File: config.mk
export PLATFORM = sky130hd
export DESIGN_NAME = servo_position_packet_framer
export DESIGN_NICKNAME = d
export VERILOG_FILES = /design/src/hw/rtl/spp_pkg.sv /design/src/hw/rtl/spp_cfg_regs.sv /design/src/hw/rtl/spp_framer.sv /design/src/hw/rtl/servo_position_packet_framer.sv
export SDC_FILE = /design/constraint.sdc
export NUM_CORES = 1
export LEC_CHECK = 0
export BUFFER_PORTS_ARGS = -buffer_cell sky130_fd_sc_hd__buf_2
export CAP_MARGIN = 20
export CORE_MARGIN = 1
export CORE_UTILIZATION = 57
export CTS_BUF_LIST = sky130_fd_sc_hd__clkbuf_4 sky130_fd_sc_hd__clkbuf_8 sky130_fd_sc_hd__clkbuf_16
export DETAILED_ROUTE_END_ITERATION = 10
export PLACE_DENSITY = 0.95
export SYNTH_ARGS = -nofsm -noshare
export SYNTH_HDL_FRONTEND = slang
export SYNTH_SLANG_ARGS = --single-unit
File: constraint.sdc
create_clock -name clk_i -period 11.6 [get_ports clk_i]
set_input_delay 1.16 -clock clk_i [delete_from_list [all_inputs] [get_ports clk_i]]
set_output_delay 1.16 -clock clk_i [all_outputs]
set_load 0.03 [all_outputs]
File: src/hw/rtl/spp_pkg.sv
// ----------------------------------------------------------------------------
// spp_pkg
// Shared types, packet constants and the position encoder used by the servo
// position packet framer.
// ----------------------------------------------------------------------------
`default_nettype none

package spp_pkg;

  localparam int unsigned IdxW = 5;

  localparam logic [7:0] SYNC_BYTE      = 8'hFF;
  localparam logic [7:0] LEN_SINGLE     = 8'h09;
  localparam logic [7:0] INST_WRITE     = 8'h03;
  localparam logic [7:0] ADDR_RESET     = 8'h2A;
  localparam logic [7:0] BROADCAST_ID   = 8'hFE;
  localparam logic [7:0] LEN_SYNC       = 8'h12;
  localparam logic [7:0] INST_SYNC      = 8'h83;
  localparam logic [7:0] SERVO_DATA_LEN = 8'h06;

  localparam logic [IdxW-1:0] LAST_IDX_SINGLE = 5'd12;
  localparam logic [IdxW-1:0] LAST_IDX_SYNC   = 5'd21;

  localparam logic ACTION_SINGLE = 1'b0;
  localparam logic ACTION_SYNC   = 1'b1;

  // Register map: byte address of the start address register.
  localparam logic [2:0] ADDR_START_ADDRESS = 3'd0;

  typedef struct packed {
    logic [15:0] speed;
    logic [15:0] move_time;
    logic [15:0] position;  // sign-magnitude once encoded by the framer
    logic [7:0]  id;
  } servo_t;

  typedef struct packed {
    servo_t second;
    servo_t first;
    logic   action;
  } cmd_t;

  // Negative positions go out as sign-magnitude: bit 15 set, magnitude below.
  function automatic logic [15:0] encode_position(input logic [15:0] raw);
    logic [15:0] neg;
    neg = ~raw + 16'd1;
    if (raw[15]) begin
      return {1'b1, neg[14:0]};
    end
    return raw;
  endfunction

  // Byte k of one servo's six data bytes, low byte first.
  function automatic logic [7:0] servo_byte(input servo_t s, input logic [2:0] k);
    logic [7:0] b;
    case (k)
      3'd0:    b = s.position[7:0];
      3'd1:    b = s.position[15:8];
      3'd2:    b = s.move_time[7:0];
      3'd3:    b = s.move_time[15:8];
      3'd4:    b = s.speed[7:0];
      3'd5:    b = s.speed[15:8];
      default: b = 8'h00;
    endcase
    return b;
  endfunction

endpackage

`default_nettype wire

File: src/hw/rtl/spp_cfg_regs.sv
// ----------------------------------------------------------------------------
// spp_cfg_regs
// APB-style register file holding the servo memory start address.
// ----------------------------------------------------------------------------
`default_nettype none

module spp_cfg_regs
  import spp_pkg::*;
(
  input  wire logic        clk_i,
  input  wire logic        rst_ni,
  input  wire logic        psel,
  input  wire logic        penable,
  input  wire logic        pwrite,
  input  wire logic [2:0]  paddr,
  input  wire logic [31:0] pwdata,
  output logic      [31:0] prdata,
  output logic             pready,
  output logic      [7:0]  start_address_o
);

  logic [7:0] start_address_q;
  logic [7:0] start_address_d;
  logic       addr_hit;

  // Registers sit on 4-byte boundaries; the low address bits are ignored.
  assign addr_hit = (paddr[2] == ADDR_START_ADDRESS[2]);
  assign pready   = 1'b1;

  always_comb begin
    start_address_d = start_address_q;
    if (psel && penable && pwrite && pready && addr_hit) begin
      start_address_d = pwdata[7:0];
    end
  end

  always_ff @(posedge clk_i or negedge rst_ni) begin
    if (!rst_ni) begin
      start_address_q <= ADDR_RESET;
    end else begin
      start_address_q <= start_address_d;
    end
  end

  assign prdata          = addr_hit ? {24'd0, start_address_q} : 32'd0;
  assign start_address_o = start_address_q;

endmodule

`default_nettype wire

File: src/hw/rtl/spp_framer.sv
// ----------------------------------------------------------------------------
// spp_framer
// Holds one command, walks through its packet bytes with a byte index and a
// running checksum, and presents each byte in an output register.
// ----------------------------------------------------------------------------
`default_nettype none

module spp_framer
  import spp_pkg::*;
(
  input  wire logic        clk_i,
  input  wire logic        rst_ni,
  input  wire logic [7:0]  start_address_i,
  input  wire logic        cmd_valid_i,
  output logic             cmd_ready_o,
  input  wire cmd_t        cmd_i,
  output logic             out_valid_o,
  input  wire logic        out_ready_i,
  output logic      [7:0]  out_byte_o,
  output logic             out_last_o
);

  cmd_t            cmd_q, cmd_d;
  logic            cmd_valid_q, cmd_valid_d;
  logic [IdxW-1:0] idx_q, idx_d;
  logic [7:0]      sum_q, sum_d;
  logic            out_valid_q, out_valid_d;
  logic [7:0]      out_byte_q, out_byte_d;
  logic            out_last_q, out_last_d;

  logic            accept;
  logic            advance;
  logic            is_last;
  logic            in_sum;
  logic [7:0]      cur_byte;

  assign advance = cmd_valid_q && (!out_valid_q || out_ready_i);
  assign is_last = (cmd_q.action == ACTION_SYNC) ? (idx_q == LAST_IDX_SYNC)
                                                 : (idx_q == LAST_IDX_SINGLE);
  // A new command may enter while the last byte of the current one goes out.
  assign cmd_ready_o = !cmd_valid_q || (advance && is_last);
  assign accept      = cmd_valid_i && cmd_ready_o;
  // The two sync bytes and the checksum itself stay out of the sum.
  assign in_sum      = (idx_q >= 5'd2) && !is_last;

  always_comb begin
    cur_byte = 8'h00;
    if (is_last) begin
      cur_byte = ~sum_q;
    end else if (cmd_q.action == ACTION_SYNC) begin
      case (idx_q)
        5'd0, 5'd1: cur_byte = SYNC_BYTE;
        5'd2:       cur_byte = BROADCAST_ID;
        5'd3:       cur_byte = LEN_SYNC;
        5'd4:       cur_byte = INST_SYNC;
        5'd5:       cur_byte = start_address_i;
        5'd6:       cur_byte = SERVO_DATA_LEN;
        5'd7:       cur_byte = cmd_q.first.id;
        5'd8, 5'd9, 5'd10, 5'd11, 5'd12, 5'd13:
          cur_byte = servo_byte(cmd_q.first, 3'(idx_q - 5'd8));
        5'd14:      cur_byte = cmd_q.second.id;
        5'd15, 5'd16, 5'd17, 5'd18, 5'd19, 5'd20:
          cur_byte = servo_byte(cmd_q.second, 3'(idx_q - 5'd15));
        default:    cur_byte = 8'h00;
      endcase
    end else begin
      case (idx_q)
        5'd0, 5'd1: cur_byte = SYNC_BYTE;
        5'd2:       cur_byte = cmd_q.first.id;
        5'd3:       cur_byte = LEN_SINGLE;
        5'd4:       cur_byte = INST_WRITE;
        5'd5:       cur_byte = start_address_i;
        5'd6, 5'd7, 5'd8, 5'd9, 5'd10, 5'd11:
          cur_byte = servo_byte(cmd_q.first, 3'(idx_q - 5'd6));
        default:    cur_byte = 8'h00;
      endcase
    end
  end

  always_comb begin
    cmd_d       = cmd_q;
    cmd_valid_d = cmd_valid_q;
    idx_d       = idx_q;
    sum_d       = sum_q;
    out_valid_d = out_valid_q;
    out_byte_d  = out_byte_q;
    out_last_d  = out_last_q;

    if (out_valid_q && out_ready_i) begin
      out_valid_d = 1'b0;
    end

    if (advance) begin
      out_valid_d = 1'b1;
      out_byte_d  = cur_byte;
      out_last_d  = is_last;
      if (is_last) begin
        idx_d       = '0;
        sum_d       = 8'h00;
        cmd_valid_d = 1'b0;
      end else begin
        idx_d = idx_q + 5'd1;
        sum_d = in_sum ? (sum_q + cur_byte) : sum_q;
      end
    end

    if (accept) begin
      cmd_valid_d             = 1'b1;
      cmd_d                   = cmd_i;
      cmd_d.first.position    = encode_position(cmd_i.first.position);
      cmd_d.second.position   = encode_position(cmd_i.second.position);
    end
  end

  always_ff @(posedge clk_i or negedge rst_ni) begin
    if (!rst_ni) begin
      cmd_valid_q <= 1'b0;
      idx_q       <= '0;
      sum_q       <= 8'h00;
      out_valid_q <= 1'b0;
      out_last_q  <= 1'b0;
    end else begin
      cmd_valid_q <= cmd_valid_d;
      idx_q       <= idx_d;
      sum_q       <= sum_d;
      out_valid_q <= out_valid_d;
      out_last_q  <= out_last_d;
    end
  end

  always_ff @(posedge clk_i) begin
    cmd_q      <= cmd_d;
    out_byte_q <= out_byte_d;
  end

  assign out_valid_o = out_valid_q;
  assign out_byte_o  = out_byte_q;
  assign out_last_o  = out_last_q;

  // The index never runs past the end of the longer packet.
  assert property (@(posedge clk_i) disable iff (!rst_ni)
    idx_q <= LAST_IDX_SYNC)
    else $error("byte index out of range");

  // With no command held, the index and checksum are back at their start.
  assert property (@(posedge clk_i) disable iff (!rst_ni)
    !cmd_valid_q |-> (idx_q == '0) && (sum_q == 8'h00))
    else $error("framer not rewound after packet end");

  // A single write never reaches beyond its thirteenth byte.
  assert property (@(posedge clk_i) disable iff (!rst_ni)
    cmd_valid_q && (cmd_q.action == ACTION_SINGLE) |-> idx_q <= LAST_IDX_SINGLE)
    else $error("single write overran its length");

  // Emitting the closing byte marks the output as last.
  assert property (@(posedge clk_i) disable iff (!rst_ni)
    advance && is_last |=> out_valid_q && out_last_q)
    else $error("checksum byte not flagged as last");

endmodule

`default_nettype wire

File: src/hw/rtl/servo_position_packet_framer.sv
// ----------------------------------------------------------------------------
// servo_position_packet_framer
// Turns one servo position command into a protocol-1 instruction packet:
// a 13-byte single write or a 22-byte two-servo sync write, one byte per
// output transfer, with tlast on the checksum byte.
//
//   Channel   Direction  Content
//   s_axis    in         one position command (tuser = action)
//   m_axis    out        one packet byte (tlast = checksum byte)
//   apb       in/out     start address register at byte address 0
//
// A command goes out one packet byte per output transfer, with the byte
// index walking the held command.
// The next command is taken in the cycle its predecessor's last byte enters
// the output register, so packets follow each other without gaps.
// Reset clears the command and output valid flags and loads start address 0x2A.
// A stall on m_axis holds the current byte and pauses the byte index.
// ----------------------------------------------------------------------------
`default_nettype none

module servo_position_packet_framer
  import spp_pkg::*;
(
  input  wire logic         clk_i,
  input  wire logic         rst_ni,
  input  wire logic         s_axis_tvalid,
  output logic              s_axis_tready,
  // tdata: first_id, first_position, first_time, first_speed,
  //        second_id, second_position, second_time, second_speed
  input  wire logic [111:0] s_axis_tdata,
  // tuser: action
  input  wire logic         s_axis_tuser,
  output logic              m_axis_tvalid,
  input  wire logic         m_axis_tready,
  // tdata: tx_byte
  output logic      [7:0]   m_axis_tdata,
  output logic              m_axis_tlast,
  input  wire logic         psel,
  input  wire logic         penable,
  input  wire logic         pwrite,
  input  wire logic [2:0]   paddr,
  input  wire logic [31:0]  pwdata,
  output logic      [31:0]  prdata,
  output logic              pready
);

  logic [7:0] start_address;
  cmd_t       cmd;

  assign cmd.action          = s_axis_tuser;
  assign cmd.first.id        = s_axis_tdata[7:0];
  assign cmd.first.position  = s_axis_tdata[23:8];
  assign cmd.first.move_time = s_axis_tdata[39:24];
  assign cmd.first.speed     = s_axis_tdata[55:40];
  assign cmd.second.id        = s_axis_tdata[63:56];
  assign cmd.second.position  = s_axis_tdata[79:64];
  assign cmd.second.move_time = s_axis_tdata[95:80];
  assign cmd.second.speed     = s_axis_tdata[111:96];

  spp_cfg_regs u_cfg_regs (
    .clk_i           (clk_i),
    .rst_ni          (rst_ni),
    .psel            (psel),
    .penable         (penable),
    .pwrite          (pwrite),
    .paddr           (paddr),
    .pwdata          (pwdata),
    .prdata          (prdata),
    .pready          (pready),
    .start_address_o (start_address)
  );

  spp_framer u_framer (
    .clk_i           (clk_i),
    .rst_ni          (rst_ni),
    .start_address_i (start_address),
    .cmd_valid_i     (s_axis_tvalid),
    .cmd_ready_o     (s_axis_tready),
    .cmd_i           (cmd),
    .out_valid_o     (m_axis_tvalid),
    .out_ready_i     (m_axis_tready),
    .out_byte_o      (m_axis_tdata),
    .out_last_o      (m_axis_tlast)
  );

endmodule

`default_nettype wire
==> results of run 1 <==
## logic make-up (layout without fill, tap and decap cells)
| family | count (synthesis) | count (layout) | synth area share [%] |
|---|---|---|---|
| AOI/OAI and AO/OA | 190 | 190 | 18.5 |
| xor gates and xnor gates | 33 | 33 | 3.91 |
| adders and majority gates | 19 | 19 | 3.32 |
| buffers and inverters | 75 | 204 | 5.29 |
| DFF | 145 | 145 | 57.4 |
| muxes | 15 | 15 | 2.25 |
| other | 2 | 27 | 0.102 |
| and+or+nand+nor | 141 | 141 | 9.29 |
## through the flow
stage	setup WS [ps]	power [W]	std cells	hold WS, ps	utilization [%]
floorplan	5910	0.00130	643	450	-
global placement	7030	0.00148	911	458	64.6
detailed placement	6980	0.00151	911	465	64.6
CTS	6930	0.00212	943	480	69.8
global route	6540	0.00224	946	496	70.1
finish	6840	0.00213	946	483	70.1
## flip-flops by register name, indices dropped and copies added, names as in the netlist
name and count:
u_framer.out_valid_o 1, u_framer.out_last_o 1, u_cfg_regs.start_address_o 8, u_framer.out_byte_o 8, u_framer.idx_q 5, u_framer.sum_q 8, u_framer.cmd_valid_q 1, u_framer.cmd_q 113
## per-layer routing
layer	vias up	wire length, um	track usage (%)
met2	427	9150	46.3
met1	2766	6810	35.0
met3	52	1860	8.11
met4	0	524	13.5
li1	2632	-	-
met5	-	0	0
## final timing paths
kind / slack (ps) / to / cells past startpoint / startpoint
max in group asynchronous: 10480 / u_framer.sum_q[5]$_DFFE_PN0P_ / 1 / rst_ni
min in group asynchronous: 730 / u_framer.out_last_o$_DFFE_PN0P_ / 1 / rst_ni
worst min register to register: 480 / u_framer.out_last_o$_DFFE_PN0P_ / 1 / u_framer.out_last_o$_DFFE_PN0P_
worst min-delay path: 480 / u_framer.out_last_o$_DFFE_PN0P_ / 1 / u_framer.out_last_o$_DFFE_PN0P_
worst max register to register: 6840 / u_framer.sum_q[7]$_DFFE_PN0P_ / 16 / u_framer.idx_q[0]$_DFFE_PN0P_
worst max-delay path: 6840 / u_framer.sum_q[7]$_DFFE_PN0P_ / 16 / u_framer.idx_q[0]$_DFFE_PN0P_
## area by class of cell
cell class                 count  area, um^2
inverter                      16        60.1
tap                          172         215
clock inverter                14         225
antenna                        2        5.00
timing repair buffer         156         823
fill                         866        3770
multi-input combinational    423        2850
clock buffer                  18         433
sequential                   145        4240
## power by group
group	internal, W	switching (W)
registers	0.000638	0.0000453
clock network	0.000388	0.000217
logic	0.000307	0.000539
total	0.00133	0.000801
## cell usage after synthesis, types with 7 or more instances
master                     number
sky130_fd_sc_hd__dfrtp_1       21
sky130_fd_sc_hd__o21ai_0       35
sky130_fd_sc_hd__buf_4         26
sky130_fd_sc_hd__a221oi_1      13
sky130_fd_sc_hd__a22oi_1       37
sky130_fd_sc_hd__edfxtp_1     121
sky130_fd_sc_hd__mux2_2         9
sky130_fd_sc_hd__inv_1         14
sky130_fd_sc_hd__nand2b_1       7
sky130_fd_sc_hd__ha_1          18
sky130_fd_sc_hd__nor2_1        16
sky130_fd_sc_hd__a222oi_1      12
sky130_fd_sc_hd__xor2_1        16
sky130_fd_sc_hd__xnor2_1       17
sky130_fd_sc_hd__a21oi_1       30
sky130_fd_sc_hd__nand2_1       62
sky130_fd_sc_hd__clkbuf_1      23
sky130_fd_sc_hd__nor2b_1       10
sky130_fd_sc_hd__nand3_1       16
==> out/metrics.csv, run 1 <==
metric;value;unit
Synth Area per Inst;11.9;um^2
Leak Pwr;3.45;nW
maximum fanout encountered on the critical timing path;39;
leading register cell type out of synthesis;sky130_fd_sc_hd__edfxtp_1;
row count;41;
final setup violation count;0;
arrival time at the worst endpoint;5070;ps
stage delay of the slowest cell on the critical path;670;ps
startpoint type of the worst setup path;register;
clk buf depth;2;
Crit path required time;11910;ps
post-layout net count;933;
worst hold path type;reg2reg;
ports placed on the boundary;199;
wire length of the first global-routing pass;28000;um
weighted congestion at the end of routability-driven global placement;0.920;
IO Port Bufs;147;
number of nets still failing antenna checks after routing;0;
Async SR Flop Fraction;16.6;%
Via-to-Cell Ratio;6.21;
number of flops mapped to enable cells by yosys;121;
buffer type at the clock tree root;sky130_fd_sc_hd__clkbuf_16;
routed len/inst;19.4;um
cell family with the largest share of critical-path delay;compound AO/OA/AOI/OAI gates;
count of state elements after synthesis;145;
initial core utilization;58.5;%
DP Wirelength;12700;um
Netlist Area Pre-Place;7380;um^2
final wirelength;18300;um
CTS tree;done;
number of buffers created by CTS;17;
headroom to the max-slew limit;40.0;%
post-cts hold buffer count;0;
Final Hold Fails;0;
post-detailed-route DRC marker count;0;
peak ir drop on the vdd network;0.234;mV
Worst Skew;7.50;ps
post-CTS setup buffer count;0;
Synth Instances;620;
latest clock arrival within the worst-skew pair;430;ps
H-tree levels;4;
nature of the critical path endpoint;register;
sequence of cells on the critical path;inv_1 -> ha_1 -> buf_4 -> nor4_1 -> o32ai_2 -> o21ai_0 -> o2bb2ai_1 -> a21oi_1 -> ha_1 -> a21oi_1 -> o2111ai_1 -> a21o_1 -> a21oi_1 -> o21ai_1 -> and2_1 -> a221o_1;
die area;13400;um^2
via count of the first global-routing pass;5439;
power density relative to cell area;241;nW/um^2
core area;12600;um^2
width of the die;116;um
total congestion overflow after global routing;0;
distinct cell type count after synthesis;64;
portion of synthesized cell area occupied by the leading cell type;49.2;%
clock sink total;145;
number of DRC markers in iteration 0;870;
Worst Path Buf+Inv;2;
cell area after layout;8850;um^2
Setup Total Neg Slack;0;ps
pins over their slew limit;0;
cells resized by post-CTS repair;0;
post-synthesis cell type with the largest combined area;sky130_fd_sc_hd__edfxtp_1;
DR vias;5877;
slowest library cell on the worst path;sky130_fd_sc_hd__o32ai_2;
maximum clock frequency;0.210;GHz
Layout Area Growth over Synthesis;19.8;%
warning count from the yosys run;0;
final clock period utilization by the worst path;41.1;%
most used cells in the layout excluding fill and tap cells;147 x sky130_fd_sc_hd__buf_2, 121 x sky130_fd_sc_hd__edfxtp_1, 62 x sky130_fd_sc_hd__nand2_1;
Tmin final;4760;ps
clock transition time at the flip-flop clock pins of the worst setup and hold paths;60;ps
total track usage;28.4;%
floorplan die height;116;um
largest cells by area after synthesis;sky130_fd_sc_hd__edfxtp_1 49%, sky130_fd_sc_hd__dfrtp_1 7.1%, sky130_fd_sc_hd__a22oi_1 3.8%;
First-pass DRT Iterations;6;
Crit Path Category;reg2reg;
setup repair after global routing missed its margin;false;
status;finished clean;
number of max-cap violations;0;
initial antenna violation count;2;
largest net degree at the start of global routing;97;
most common library cell in the layout ignoring fill and taps;sky130_fd_sc_hd__buf_2;
placed standard-cell area;8160;um^2
proportion of layout cells with a drive suffix above 1;26.8;%
CP most frequent cell;sky130_fd_sc_hd__a21oi_1;
slew at the pin closest to its max-slew limit;888;ps
sequential share of the synthesized area;57.4;%
Note: power is estimated with default switching activity, not from simulation.
==> run 2, diff against run 1 <==
Settings changed: ABC_AREA set to 1, CORE_UTILIZATION 57 to 53, PLACE_DENSITY 0.95 to 0.9.
Clock period 11.6 ns to 4.5 ns, I/O delays scaled along.
==> out/metrics.csv, run 2 <==
metric;value;unit
latest clock arrival within the worst-skew pair;430;ps
number of DRC markers in iteration 0;581;
post-layout net count;1138;
via count of the first global-routing pass;6069;
peak ir drop on the vdd network;0.323;mV
Post-Route Utilization;65.7;%
net switching fraction of the power;40.5;%
portion of synthesized cell area occupied by the leading cell type;47.7;%
buffer type at the clock tree root;sky130_fd_sc_hd__clkbuf_16;
status;finished clean;
number of buffers created by CTS;17;
clock sink total;145;
total track usage;27.0;%
Worst Skew;14.8;ps
number of flops mapped to enable cells by yosys;121;
number of filler cells placed in the layout;1084;
number of max-cap violations;0;
nature of the critical path endpoint;register;
H-tree levels;4;
number of antenna repair diodes;0;
headroom to the max-slew limit;49.7;%
startpoint type of the worst setup path;register;
width of the die;122;um
clock network power share;25.9;%
count of state elements after synthesis;145;
Via-to-Cell Ratio;5.45;
Crit Path Category;reg2reg;
distinct cell type count after synthesis;47;
die area;14800;um^2
final setup violation count;0;
warning count from the yosys run;0;
IO Port Bufs;147;
Tmin final;4020;ps
leading register cell type out of synthesis;sky130_fd_sc_hd__edfxtp_1;
worst hold path type;in2async;
pins over their slew limit;0;
initial antenna violation count;0;
DP Wirelength;14200;um
Synth Area per Inst;9.52;um^2
fraction of power consumed by combinational cells;41.6;%
Internal Pwr Total;0.00327;W
Leak Pwr;4.10;nW
post-CTS setup buffer count;0;
clk buf depth;2;
total congestion overflow after global routing;0;
largest cells by area after synthesis;sky130_fd_sc_hd__edfxtp_1 48%, sky130_fd_sc_hd__nand2_1 8.3%, sky130_fd_sc_hd__dfrtp_1 6.9%;
weighted congestion at the end of routability-driven global placement;0.952;
Net Switching;0.00222;W
Layout Area Growth over Synthesis;20.3;%
setup repair after global routing missed its margin;false;
Crit path required time;4830;ps
cells resized by post-CTS repair;0;
sequential standard cell area;4240;um^2
placed standard-cell area;8550;um^2
cell area after layout;9150;um^2
Final Hold Fails;0;
clock transition time at the flip-flop clock pins of the worst setup and hold paths;60;ps
power density relative to cell area;600;nW/um^2
Setup Total Neg Slack;0;ps
Synth Instances;799;
proportion of layout cells with a drive suffix above 1;21.8;%
most numerous cell types in the synthesized netlist;168 x sky130_fd_sc_hd__nand2_1, 121 x sky130_fd_sc_hd__edfxtp_1, 103 x sky130_fd_sc_hd__inv_1;
Reg2Reg Setup Slack;480;ps
arrival time at the worst endpoint;4350;ps
Async SR Flop Fraction;16.6;%
routed len/inst;16.3;um
post-synthesis cell type with the largest combined area;sky130_fd_sc_hd__edfxtp_1;
cell with the most instances after synthesis;sky130_fd_sc_hd__nand2_1;
final wirelength;18800;um
post-detailed-route DRC marker count;0;
post-cts hold buffer count;0;
DR vias;6305;
maximum clock frequency;0.249;GHz
sequential share of the synthesized area;55.7;%
area taken by multi-input logic gates;2800;um^2
core area;13900;um^2
most common library cell in the layout ignoring fill and taps;sky130_fd_sc_hd__nand2_1;
row count;43;
register ranked first by flip-flop count;u_framer.cmd_q;
non-filler instance count after layout;1157;
slew at the pin closest to its max-slew limit;744;ps
CTS tree;done;
Netlist Area Pre-Place;7610;um^2
flip-flop count of the largest register after layout;113;
initial core utilization;54.6;%
wire length of the first global-routing pass;29800;um
maximum fanout encountered on the critical timing path;10;
largest net degree at the start of global routing;25;
placed cells;1125;
floorplan die height;122;um
register share of total power;32.6;%
ports placed on the boundary;199;
number of nets still failing antenna checks after routing;0;
First-pass DRT Iterations;5;
most used cells in the layout excluding fill and tap cells;168 x sky130_fd_sc_hd__nand2_1, 147 x sky130_fd_sc_hd__buf_2, 121 x sky130_fd_sc_hd__edfxtp_1;
final clock period utilization by the worst path;89.3;%
post-layout power;0.00549;W
## run 2: cell type report
cell class                      count  area share [%]
Clock inverter                     15            1.93
Tap cell                          180            2.46
Timing Repair Buffer              162            9.68
Multi-Input combinational cell    531            30.5
Inverter                          107            4.43
Sequential cell                   145            46.3
Clock buffer                       17            4.65
## run 2: worst max-delay path, cell delays in order (launching register included)
cell,delay (ps)
sky130_fd_sc_hd__dfrtp_1,460
sky130_fd_sc_hd__inv_1,170
sky130_fd_sc_hd__ha_1,440
sky130_fd_sc_hd__nand2_1,330
sky130_fd_sc_hd__clkinv_2,140
sky130_fd_sc_hd__o21ai_2,80
sky130_fd_sc_hd__a21boi_2,300
sky130_fd_sc_hd__o21ai_1,110
sky130_fd_sc_hd__nand3_1,120
sky130_fd_sc_hd__nand3_1,110
sky130_fd_sc_hd__o21ai_0,150
sky130_fd_sc_hd__ha_1,210
sky130_fd_sc_hd__inv_1,60
sky130_fd_sc_hd__fa_1,400
sky130_fd_sc_hd__inv_1,70
sky130_fd_sc_hd__nand2_1,40
sky130_fd_sc_hd__nand2_1,60
sky130_fd_sc_hd__a21oi_1,90
sky130_fd_sc_hd__inv_1,70
sky130_fd_sc_hd__a21oi_1,50
sky130_fd_sc_hd__nor2_1,90
sky130_fd_sc_hd__nor2_1,60
sky130_fd_sc_hd__xor2_1,140
sky130_fd_sc_hd__o21ai_0,170
## run 2: stage by stage
stage | setup slack [ps] | hold slack [ps]
6_report | 482 | 8.09
5_1_grt | 136 | 52.4
2_1_floorplan | 563 | 154
3_5_place_dp | 567 | 472
4_1_cts | 541 | 17.1
3_3_place_gp | 660 | 463
## run 2: layer usage
layer / GRT usage (%) / wire length (um) / up-vias
met5: 0 / 0 / -
met4: 13.7 / 675 / 0
met3: 5.06 / 1370 / 46
met2: 44.5 / 9170 / 321
met1: 34.1 / 7620 / 2936
li1: - / - / 3002
## run 2: kinds of logic (layout without fill, tap and decap cells)
| logic type | Yosys count | after routing | share of synthesized area [%] |
|---|---|---|---|
| compound gates | 119 | 119 | 9.54 |
| other cells | 2 | 25 | 0.0987 |
| simple gates | 337 | 337 | 19.0 |
| fa+ha+maj | 19 | 19 | 3.22 |
| buf+inv | 146 | 301 | 8.86 |
| xor+xnor | 31 | 31 | 3.57 |
| flops | 145 | 145 | 55.7 |
## run 2: final timing paths
| check | startpoint | depth (start not counted) | to |
|---|---|---|---|
| hold reg to reg | u_framer.out_last_o$_DFFE_PN0P_ | 2 | u_framer.out_last_o$_DFFE_PN0P_ |
| hold / removal | rst_ni | 1 | u_framer.out_valid_o$_DFFE_PN0P_ |
| min in group clk_i | s_axis_tdata[96] | 1 | u_framer.cmd_q[97]$_DFFE_PP_ |
| setup reg to reg | u_framer.idx_q[1]$_DFFE_PN0P_ | 23 | u_framer.sum_q[6]$_DFFE_PN0P_ |
| max in group asynchronous | rst_ni | 1 | u_cfg_regs.start_address_o[1]$_DFFE_PN1P_ |
| setup / recovery | u_framer.idx_q[1]$_DFFE_PN0P_ | 23 | u_framer.sum_q[6]$_DFFE_PN0P_ |
## run 2: power groups by stage
stage / sequential, W / combinational [W] / clock, W
after floorplan: 0.00188 / 0.00154 / 0
after global placement: 0.00180 / 0.00217 / 0
after detailed placement: 0.00181 / 0.00223 / 0
after CTS: 0.00178 / 0.00224 / 0.00144
after global routing: 0.00180 / 0.00253 / 0.00149
final: 0.00179 / 0.00228 / 0.00142
